### config.mk
export PLATFORM = sky130hd
export DESIGN_NAME = arp_responder_with_cache
export DESIGN_NICKNAME = d
export VERILOG_FILES = /design/src/arpc_pkg.sv /design/src/arpc_cache.sv /design/src/arpc_ctrl.sv /design/src/arp_responder_with_cache.sv
export SDC_FILE = /design/constraint.sdc
export NUM_CORES = 1
export LEC_CHECK = 0
export BUFFER_PORTS_ARGS = -buffer_cell sky130_fd_sc_hd__buf_2
export CAP_MARGIN = 20
export CORE_UTILIZATION = 44
export DETAILED_ROUTE_END_ITERATION = 10
export HOLD_SLACK_MARGIN = 0.03
export SLEW_MARGIN = 30
export SYNTH_ARGS = -nofsm -noshare
export SYNTH_HDL_FRONTEND = slang
export SYNTH_SLANG_ARGS = --single-unit
### constraint.sdc
create_clock -name aclk -period 14.1 [get_ports aclk]
set_input_delay 1.41 -clock aclk [delete_from_list [all_inputs] [get_ports aclk]]
set_output_delay 1.41 -clock aclk [all_outputs]
set_load 0.02 [all_outputs]
### src/arpc_pkg.sv
// ----------------------------------------------------------------------------
// arpc_pkg
// Shared types and constants for the ARP responder and its address cache.
// ----------------------------------------------------------------------------
`default_nettype none

package arpc_pkg;

    localparam int CACHE_ENTRIES_DEF = 4;

    localparam int IP_W   = 32;
    localparam int MAC_W  = 48;
    localparam int LEN_W  = 11;
    localparam int ACT_W  = 3;
    localparam int SLOT_W = 2;
    localparam int CFG_ADDR_W = 2;

    // config register indexes
    localparam logic [CFG_ADDR_W-1:0] CFG_OWN_IP      = 2'd0;
    localparam logic [CFG_ADDR_W-1:0] CFG_OWN_MAC     = 2'd1;
    localparam logic [CFG_ADDR_W-1:0] CFG_GATEWAY_IP  = 2'd2;
    localparam logic [CFG_ADDR_W-1:0] CFG_SUBNET_MASK = 2'd3;

    localparam logic [IP_W-1:0] SUBNET_MASK_RST = 32'hFFFF_FF00;

    // ARP header checks
    localparam logic [LEN_W-1:0] ARP_MIN_LEN    = 11'd28;
    localparam logic [15:0]      ARP_HTYPE_ETH  = 16'h0001;
    localparam logic [15:0]      ARP_PTYPE_IPV4 = 16'h0800;
    localparam logic [7:0]       ARP_HLEN       = 8'd6;
    localparam logic [7:0]       ARP_PLEN       = 8'd4;
    localparam logic [15:0]      ARP_OP_REQUEST = 16'd1;
    localparam logic [15:0]      ARP_OP_REPLY   = 16'd2;

    // mode codes
    localparam logic MODE_PACKET = 1'b0;
    localparam logic MODE_LOOKUP = 1'b1;

    // action codes
    localparam logic [ACT_W-1:0] ACT_NONE    = 3'd0;
    localparam logic [ACT_W-1:0] ACT_REPLY   = 3'd1;
    localparam logic [ACT_W-1:0] ACT_GW      = 3'd2;
    localparam logic [ACT_W-1:0] ACT_ADDED   = 3'd3;
    localparam logic [ACT_W-1:0] ACT_UPDATED = 3'd4;
    localparam logic [ACT_W-1:0] ACT_REQUEST = 3'd5;
    localparam logic [ACT_W-1:0] ACT_ANSWER  = 3'd6;

    typedef struct packed {
        logic             mode;
        logic [LEN_W-1:0] packet_len;
        logic [15:0]      hw_type;
        logic [15:0]      proto_type;
        logic [7:0]       hw_size;
        logic [7:0]       proto_size;
        logic [15:0]      opcode;
        logic [MAC_W-1:0] sender_mac;
        logic [IP_W-1:0]  sender_ip;
        logic [IP_W-1:0]  target_ip;
        logic [IP_W-1:0]  lookup_ip;
    } arpc_req_t;

    typedef struct packed {
        logic              handled;
        logic [ACT_W-1:0]  action;
        logic [MAC_W-1:0]  peer_mac;
        logic [IP_W-1:0]   peer_ip;
        logic              found;
        logic [MAC_W-1:0]  resolved_mac;
        logic [SLOT_W-1:0] slot;
    } arpc_res_t;

    typedef struct packed {
        logic [IP_W-1:0] own_ip;
        logic [IP_W-1:0] gateway_ip;
        logic [IP_W-1:0] subnet_mask;
    } arpc_cfg_t;

endpackage

`default_nettype wire

### src/arpc_cache.sv
// ----------------------------------------------------------------------------
// arpc_cache
// IP/MAC cache memory, one read and one write port, registered read data.
// Entries that were never written read as zero.
// ----------------------------------------------------------------------------
`default_nettype none

module arpc_cache #(
    parameter int CACHE_ENTRIES = arpc_pkg::CACHE_ENTRIES_DEF,
    parameter int IDX_W         = 2
) (
    input  wire logic                       aclk,
    input  wire logic                       aresetn,
    input  wire logic                       rd_en,
    input  wire logic [IDX_W-1:0]           rd_addr,
    output logic [arpc_pkg::IP_W-1:0]       rd_ip,
    output logic [arpc_pkg::MAC_W-1:0]      rd_mac,
    input  wire logic                       wr_en,
    input  wire logic [IDX_W-1:0]           wr_addr,
    input  wire logic [arpc_pkg::IP_W-1:0]  wr_ip,
    input  wire logic [arpc_pkg::MAC_W-1:0] wr_mac
);
    import arpc_pkg::*;

    logic [IP_W-1:0]          ip_mem  [CACHE_ENTRIES];
    logic [MAC_W-1:0]         mac_mem [CACHE_ENTRIES];
    logic [CACHE_ENTRIES-1:0] valid_reg;
    logic [IP_W-1:0]          rd_ip_reg;
    logic [MAC_W-1:0]         rd_mac_reg;

    always_ff @(posedge aclk) begin
        if (wr_en) begin
            ip_mem[wr_addr]  <= wr_ip;
            mac_mem[wr_addr] <= wr_mac;
        end
    end

    always_ff @(posedge aclk) begin
        if (!aresetn) begin
            valid_reg <= '0;
        end else if (wr_en) begin
            valid_reg[wr_addr] <= 1'b1;
        end
    end

    always_ff @(posedge aclk) begin
        if (rd_en) begin
            rd_ip_reg  <= valid_reg[rd_addr] ? ip_mem[rd_addr]  : '0;
            rd_mac_reg <= valid_reg[rd_addr] ? mac_mem[rd_addr] : '0;
        end
    end

    assign rd_ip  = rd_ip_reg;
    assign rd_mac = rd_mac_reg;

endmodule

`default_nettype wire

### src/arpc_ctrl.sv
// ----------------------------------------------------------------------------
// arpc_ctrl
// Sequencer: decodes one request, walks the cache one entry per read/compare
// pair through a single IP comparator, and builds the result record.
// ----------------------------------------------------------------------------
`default_nettype none

module arpc_ctrl #(
    parameter int CACHE_ENTRIES = arpc_pkg::CACHE_ENTRIES_DEF,
    parameter int IDX_W         = 2
) (
    input  wire logic                       aclk,
    input  wire logic                       aresetn,
    input  wire arpc_pkg::arpc_cfg_t        cfg,
    input  wire logic                       in_valid,
    output logic                            in_ready,
    input  wire arpc_pkg::arpc_req_t        in_req,
    output logic                            res_valid,
    input  wire logic                       res_ready,
    output arpc_pkg::arpc_res_t             res,
    output logic                            rd_en,
    output logic [IDX_W-1:0]                rd_addr,
    input  wire logic [arpc_pkg::IP_W-1:0]  rd_ip,
    input  wire logic [arpc_pkg::MAC_W-1:0] rd_mac,
    output logic                            wr_en,
    output logic [IDX_W-1:0]                wr_addr,
    output logic [arpc_pkg::IP_W-1:0]       wr_ip,
    output logic [arpc_pkg::MAC_W-1:0]      wr_mac
);
    import arpc_pkg::*;

    localparam logic [2:0] ST_IDLE = 3'd0;
    localparam logic [2:0] ST_EVAL = 3'd1;
    localparam logic [2:0] ST_READ = 3'd2;
    localparam logic [2:0] ST_CMP  = 3'd3;
    localparam logic [2:0] ST_DONE = 3'd4;

    localparam logic [IDX_W-1:0] LAST_IDX = IDX_W'(CACHE_ENTRIES - 1);

    logic [2:0]       state_reg, state_next;
    logic [IDX_W-1:0] idx_reg, idx_next;
    logic [IDX_W-1:0] next_slot_reg, next_slot_next;
    logic [MAC_W-1:0] gw_mac_reg, gw_mac_next;
    logic             gw_vld_reg, gw_vld_next;
    arpc_req_t        req_reg, req_next;
    arpc_res_t        res_reg, res_next;

    logic            pkt_ok;
    logic            for_us;
    logic            on_net;
    logic            hit;
    logic [IP_W-1:0] key;

    assign pkt_ok = (req_reg.packet_len >= ARP_MIN_LEN) && (req_reg.hw_type == ARP_HTYPE_ETH)
                 && (req_reg.proto_type == ARP_PTYPE_IPV4) && (req_reg.hw_size == ARP_HLEN)
                 && (req_reg.proto_size == ARP_PLEN);
    assign for_us = pkt_ok && (req_reg.target_ip == cfg.own_ip);
    assign on_net = (req_reg.lookup_ip & cfg.subnet_mask) == (cfg.own_ip & cfg.subnet_mask);
    assign key    = (req_reg.mode == MODE_LOOKUP) ? req_reg.lookup_ip : req_reg.sender_ip;
    assign hit    = (rd_ip == key);

    always_comb begin
        state_next     = state_reg;
        idx_next       = idx_reg;
        next_slot_next = next_slot_reg;
        gw_mac_next    = gw_mac_reg;
        gw_vld_next    = gw_vld_reg;
        req_next       = req_reg;
        res_next       = res_reg;
        wr_en          = 1'b0;
        wr_addr        = hit ? idx_reg : next_slot_reg;
        unique case (state_reg)
            ST_IDLE: begin
                if (in_valid) begin
                    req_next   = in_req;
                    state_next = ST_EVAL;
                end
            end
            ST_EVAL: begin
                res_next   = '0;
                idx_next   = '0;
                state_next = ST_DONE;
                if (req_reg.mode == MODE_PACKET) begin
                    if (for_us && req_reg.opcode == ARP_OP_REQUEST) begin
                        res_next.handled  = 1'b1;
                        res_next.action   = ACT_REPLY;
                        res_next.peer_mac = req_reg.sender_mac;
                        res_next.peer_ip  = req_reg.sender_ip;
                    end else if (for_us && req_reg.opcode == ARP_OP_REPLY) begin
                        res_next.handled = 1'b1;
                        if (req_reg.sender_ip == cfg.gateway_ip) begin
                            gw_mac_next     = req_reg.sender_mac;
                            gw_vld_next     = 1'b1;
                            res_next.action = ACT_GW;
                        end else begin
                            state_next = ST_READ;
                        end
                    end
                end else if (req_reg.lookup_ip == cfg.gateway_ip || !on_net) begin
                    res_next.action       = ACT_ANSWER;
                    res_next.found        = gw_vld_reg;
                    res_next.resolved_mac = gw_vld_reg ? gw_mac_reg : '0;
                end else begin
                    state_next = ST_READ;
                end
            end
            ST_READ: begin
                state_next = ST_CMP;
            end
            ST_CMP: begin
                if (hit || idx_reg == LAST_IDX) begin
                    state_next = ST_DONE;
                    if (req_reg.mode == MODE_PACKET) begin
                        wr_en = 1'b1;
                        if (hit) begin
                            res_next.action = ACT_UPDATED;
                            res_next.slot   = SLOT_W'(idx_reg);
                        end else begin
                            res_next.action = ACT_ADDED;
                            res_next.slot   = SLOT_W'(next_slot_reg);
                            next_slot_next  = (next_slot_reg == LAST_IDX) ? '0
                                            : next_slot_reg + IDX_W'(1);
                        end
                    end else if (hit) begin
                        res_next.action       = ACT_ANSWER;
                        res_next.found        = 1'b1;
                        res_next.resolved_mac = rd_mac;
                    end else begin
                        res_next.action  = ACT_REQUEST;
                        res_next.peer_ip = req_reg.lookup_ip;
                    end
                end else begin
                    idx_next   = idx_reg + IDX_W'(1);
                    state_next = ST_READ;
                end
            end
            ST_DONE: begin
                if (res_ready) begin
                    state_next = ST_IDLE;
                end
            end
            default: begin
                state_next = ST_IDLE;
            end
        endcase
    end

    always_ff @(posedge aclk) begin
        if (!aresetn) begin
            state_reg     <= ST_IDLE;
            next_slot_reg <= '0;
            gw_mac_reg    <= '0;
            gw_vld_reg    <= 1'b0;
        end else begin
            state_reg     <= state_next;
            next_slot_reg <= next_slot_next;
            gw_mac_reg    <= gw_mac_next;
            gw_vld_reg    <= gw_vld_next;
        end
    end

    always_ff @(posedge aclk) begin
        idx_reg <= idx_next;
        req_reg <= req_next;
        res_reg <= res_next;
    end

    assign in_ready  = (state_reg == ST_IDLE);
    assign res_valid = (state_reg == ST_DONE);
    assign res       = res_reg;
    assign rd_en     = (state_reg == ST_READ);
    assign rd_addr   = idx_reg;
    assign wr_ip     = key;
    assign wr_mac    = req_reg.sender_mac;

    a_accept_eval: assert property (@(posedge aclk) disable iff (!aresetn)
        in_valid && in_ready |=> state_reg == ST_EVAL)
        else $error("accepted request did not enter decode");

    a_write_result: assert property (@(posedge aclk) disable iff (!aresetn)
        wr_en |=> res_reg.handled && (res_reg.action == ACT_ADDED
                                      || res_reg.action == ACT_UPDATED))
        else $error("cache write without add/update result");

    a_found_answer: assert property (@(posedge aclk) disable iff (!aresetn)
        res_valid && res_reg.found |-> res_reg.action == ACT_ANSWER)
        else $error("found set on non-answer result");

    a_slot_range: assert property (@(posedge aclk) disable iff (!aresetn)
        next_slot_reg <= LAST_IDX)
        else $error("round robin pointer out of range");

    a_idx_hold: assert property (@(posedge aclk) disable iff (!aresetn)
        state_reg == ST_READ |=> $stable(idx_reg))
        else $error("search index moved during read");

endmodule

`default_nettype wire

### src/arp_responder_with_cache.sv
// ----------------------------------------------------------------------------
// arp_responder_with_cache
// ARP request/reply handling and IP-to-MAC resolution with a round robin cache.
// ----------------------------------------------------------------------------
// One request at a time. The decode cycle after acceptance either finishes the
// result or starts a cache search. A search visits k entries (1 to
// CACHE_ENTRIES, stopping at the first hit), and each entry takes a memory
// read state and then a compare state in the shared IP comparator. The result
// passes from the sequencer's done state into the output register that drives
// m_tvalid. s_tready rises in the same cycle as m_tvalid, and no new request
// is taken before the previous one has reached the output register. While the
// output register holds a result and m_tready is low, the next finished result
// waits in the sequencer and no further request is taken. The cache needs no
// clearing after reset; entries never written read as zero.
`default_nettype none

module arp_responder_with_cache #(
    parameter int CACHE_ENTRIES = arpc_pkg::CACHE_ENTRIES_DEF
) (
    input  wire logic                            aclk,
    input  wire logic                            aresetn,
    input  wire logic                            cfg_wr_en,
    input  wire logic [arpc_pkg::CFG_ADDR_W-1:0] cfg_wr_addr,
    input  wire logic [arpc_pkg::MAC_W-1:0]      cfg_wr_data,
    input  wire logic                            s_tvalid,
    output logic                                 s_tready,
    // packet_len, hw_type, proto_type, hw_size, proto_size, opcode,
    // sender_mac, sender_ip, target_ip, lookup_ip, zero pad
    input  wire logic [223:0]                    s_tdata,
    // mode
    input  wire logic                            s_tuser,
    output logic                                 m_tvalid,
    input  wire logic                            m_tready,
    // handled, peer_mac, peer_ip, found, resolved_mac, slot, zero pad
    output logic [135:0]                         m_tdata,
    // action
    output logic [arpc_pkg::ACT_W-1:0]           m_tuser
);
    import arpc_pkg::*;

    localparam int IDX_W = (CACHE_ENTRIES > 1) ? $clog2(CACHE_ENTRIES) : 1;

    logic [IP_W-1:0] own_ip_reg;
    logic [IP_W-1:0] gateway_ip_reg;
    logic [IP_W-1:0] subnet_mask_reg;
    arpc_cfg_t       cfg;
    arpc_req_t       in_req;
    arpc_res_t       res;
    arpc_res_t       out_reg;
    logic            m_tvalid_reg;
    logic            res_valid;
    logic            res_ready;

    logic             rd_en;
    logic [IDX_W-1:0] rd_addr;
    logic [IP_W-1:0]  rd_ip;
    logic [MAC_W-1:0] rd_mac;
    logic             wr_en;
    logic [IDX_W-1:0] wr_addr;
    logic [IP_W-1:0]  wr_ip;
    logic [MAC_W-1:0] wr_mac;

    // own MAC only feeds frame building, which sits outside this block
    always_ff @(posedge aclk) begin
        if (!aresetn) begin
            own_ip_reg      <= '0;
            gateway_ip_reg  <= '0;
            subnet_mask_reg <= SUBNET_MASK_RST;
        end else if (cfg_wr_en) begin
            unique case (cfg_wr_addr)
                CFG_OWN_IP:      own_ip_reg      <= cfg_wr_data[IP_W-1:0];
                CFG_OWN_MAC:     ;
                CFG_GATEWAY_IP:  gateway_ip_reg  <= cfg_wr_data[IP_W-1:0];
                CFG_SUBNET_MASK: subnet_mask_reg <= cfg_wr_data[IP_W-1:0];
            endcase
        end
    end

    assign cfg.own_ip      = own_ip_reg;
    assign cfg.gateway_ip  = gateway_ip_reg;
    assign cfg.subnet_mask = subnet_mask_reg;

    assign in_req.mode       = s_tuser;
    assign in_req.packet_len = s_tdata[10:0];
    assign in_req.hw_type    = s_tdata[26:11];
    assign in_req.proto_type = s_tdata[42:27];
    assign in_req.hw_size    = s_tdata[50:43];
    assign in_req.proto_size = s_tdata[58:51];
    assign in_req.opcode     = s_tdata[74:59];
    assign in_req.sender_mac = s_tdata[122:75];
    assign in_req.sender_ip  = s_tdata[154:123];
    assign in_req.target_ip  = s_tdata[186:155];
    assign in_req.lookup_ip  = s_tdata[218:187];

    arpc_ctrl #(
        .CACHE_ENTRIES (CACHE_ENTRIES),
        .IDX_W         (IDX_W)
    ) u_ctrl (
        .aclk      (aclk),
        .aresetn   (aresetn),
        .cfg       (cfg),
        .in_valid  (s_tvalid),
        .in_ready  (s_tready),
        .in_req    (in_req),
        .res_valid (res_valid),
        .res_ready (res_ready),
        .res       (res),
        .rd_en     (rd_en),
        .rd_addr   (rd_addr),
        .rd_ip     (rd_ip),
        .rd_mac    (rd_mac),
        .wr_en     (wr_en),
        .wr_addr   (wr_addr),
        .wr_ip     (wr_ip),
        .wr_mac    (wr_mac)
    );

    arpc_cache #(
        .CACHE_ENTRIES (CACHE_ENTRIES),
        .IDX_W         (IDX_W)
    ) u_cache (
        .aclk    (aclk),
        .aresetn (aresetn),
        .rd_en   (rd_en),
        .rd_addr (rd_addr),
        .rd_ip   (rd_ip),
        .rd_mac  (rd_mac),
        .wr_en   (wr_en),
        .wr_addr (wr_addr),
        .wr_ip   (wr_ip),
        .wr_mac  (wr_mac)
    );

    assign res_ready = !m_tvalid_reg || m_tready;

    always_ff @(posedge aclk) begin
        if (!aresetn) begin
            m_tvalid_reg <= 1'b0;
        end else if (res_ready) begin
            m_tvalid_reg <= res_valid;
        end
    end

    always_ff @(posedge aclk) begin
        if (res_valid && res_ready) begin
            out_reg <= res;
        end
    end

    assign m_tvalid = m_tvalid_reg;
    assign m_tuser  = out_reg.action;
    assign m_tdata  = {4'b0000, out_reg.slot, out_reg.resolved_mac, out_reg.found,
                       out_reg.peer_ip, out_reg.peer_mac, out_reg.handled};

endmodule

`default_nettype wire

==> metrics.yaml <==
drv_cap: 0
syn_inst: 2300
design.core.area_um2: 86900
drc: 0
critPathKind: "reg -> reg"
final_common_cell: "edfxtp_1"
start_util: 0.445
cp_slowest_stage_delay_ps: 760
ys_warn_count: 0
crit_family: "buffers and inverters"
grt_pass1_wl_mm: 133
area_growth_pct: 17.4
min_path_type: "reg -> reg"
worst-path-stages: 9
num_rows: 108
fillCellCount: 7128
synth.top_cell.area_share: 0.692
postCtsSetupBuffers: 0
post-dp-hpwl_mm: 57.5
finalHoldViolCount: 0
p_leak_nw: 16.3
placed_cells: 3777
die_h_um: 298
drive_gt1_frac: 0.248
path_cells: "buf_4, mux2_2, xor2_1, nor4_1, nand4_1, nor2_4, mux2i_4, buf_4, buf_4"
critPathLaunchType: "register"
cts_tree: "done"
clock_latency_ps: 680
final_nets: 3013
place_congestion: 0.869
holdBufCountCts: 0
layout_common_cells: "edfxtp_1 (890), buf_2 (393), nand2_1 (275)"
p_per_area_nw_per_um2: 143
initialDrtViolationCount: 1572
grt_pass1_vias: 21000
critPathBufInv: 3
worst-r2r-setup-slack_ps: 8930
wirelength_mm: 90.2
clock_path_buffers: 3
finalInstanceArea_um2: 45400
cts_num_sinks: 1045
synth_cell_types: 45
rsz0062_at_grt: "false"
startpoint: "u_ctrl.req_reg[219]"
cts_buffers: 104
reg2reg_from: "u_ctrl.req_reg[219]"
vdd_drop_max_mv: 0.0930
h-tree-depth: 3
worstSetupEndpoint: "u_cache.mac_mem[1][47]"
status: "completed"
synth-seq-cells: 1045
cts.reportedPaths.clkPinSlew_ps: 60
syn-cell-area_um2: 38600
portBuffers: 393
antenna_found_initial: 5
grt_overflow: 0
first_pass_iters: 5
root_buffer: "clkbuf_16"
maxSlewHeadroom: 0.250
final-setup-viol-count: 0
yosysSeqAreaShare: 0.772
grtUsageTotal: 0.201
synth_edf_count: 890
critPathMostFrequentCell: "buf_4"
syn_area_per_cell_um2: 16.8
slew_violations: 0
period_share: 0.366
fmax_mhz: 194
antenna_left: 0
finalSetupTns_ps: 0
die_area_um2: 89000
r2r-end: "u_cache.mac_mem[1][47]"
cp.arrival_ps: 5440
skew_ps: 26.8
cp_slowest_cell: "buf_4"
required_ps: 14380
synth_ff_type: "edfxtp_1"
wl_per_cell_um: 22.7
ys_top_cells_by_area: "edfxtp_1 (69%), dfxtp_1 (8.0%), mux4_2 (4.7%)"
grt_max_degree: 85
ctsResizeCount: 0
tightest_slew_ps: 1110
boundaryPins: 421
largest_reg_flops: 192
path_max_fanout: 51
finalNonFillerCells: 3973
end_kind: "register"
async_flop_share: 0
fin_total_pwr_mw: 6.47
worst_r2r_path_depth: 9
die_width_um: 298
vias: 21000
viasPerCell: 5.27
dpl_cell_area_um2: 42000
synth_area_leader_cell: "edfxtp_1"
final.min_clock_period_ps: 5170
## synth_stat cells (5+ instances only)
cell and number:
mux4_2 80, mux2i_1 72, nand4_1 26, nand2_1 276, a22o_1 48, nor4b_1 5
dfxtp_1 155, nor2b_1 81, nor4_1 39, or2_2 5, inv_1 22, xnor2_1 57
nand3_1 63, buf_1 11, xor2_1 103, nor2_1 62, a22oi_1 16, mux2_2 18
and2_1 51, edfxtp_1 890, buf_2 11, clkbuf_1 79, a21oi_1 80
## where the power goes
part,internal [mW],switching [mW]
logic,0.0940,0.160
registers,3.45,0.0693
clock network,1.56,1.15
total,5.10,1.38
## layout make-up
type	count	area, µm²	area share
antenna	2	5.00	0.000110
clock buffer	139	2830	0.0623
clock inverter	54	515	0.0114
inverter	23	88.8	0.00196
multi-input combinational	1126	8390	0.185
sequential	1045	29800	0.657
tap	1155	1450	0.0319
timing repair buffer	429	2280	0.0502
## cells by family (layout without fill, tap and decap cells)
| group | count (synthesis) | count (layout) | share of synthesized area |
|---|---|---|---|
| buffers and inverters | 132 | 645 | 0.0142 |
| AOI/OAI and AO/OA | 159 | 159 | 0.0270 |
| xor gates and xnor gates | 160 | 160 | 0.0363 |
| adders and majority gates | 4 | 4 | 0.00130 |
| and+or+nand+nor | 629 | 629 | 0.0787 |
| other | 1 | 6 | 0.0000971 |
| muxes | 170 | 170 | 0.0705 |
| DFF | 1045 | 1045 | 0.772 |
## metal layers
layer	GRT usage	part of all wire	wire length, µm	vias up
met3	0.0422	0.072	6480	140
met1	0.273	0.42	38100	10500
met2	0.331	0.49	43700	818
li1	-	-	-	9457
met4	0.0520	0.020	1850	6
met5	0	0.00045	41	-
## stage by stage
step	util	setup slack, ps	hold slack [ps]
finish	0.522	8930	403
floorplan	-	5440	400
global placement	0.483	8880	403
CTS	0.522	8830	401
global route	0.522	8660	409
detailed placement	0.483	8850	405
## how the worst min path moves through the flow
stage	startpoint	endpoint	slack (ps)	depth (start not counted)
global placement	u_ctrl.res[106]	m_tdata[24]	400	0
detailed placement	u_ctrl.res[99]	m_tdata[17]	400	0
floorplan	u_ctrl.res[134]	m_tdata[0]	400	0
finish	u_ctrl.res[112]	m_tdata[30]	400	0
global route	u_ctrl.res[49]	m_tdata[129]	410	0
CTS	u_ctrl.res[49]	m_tdata[129]	400	0
Power figures use the tool's default switching activity.
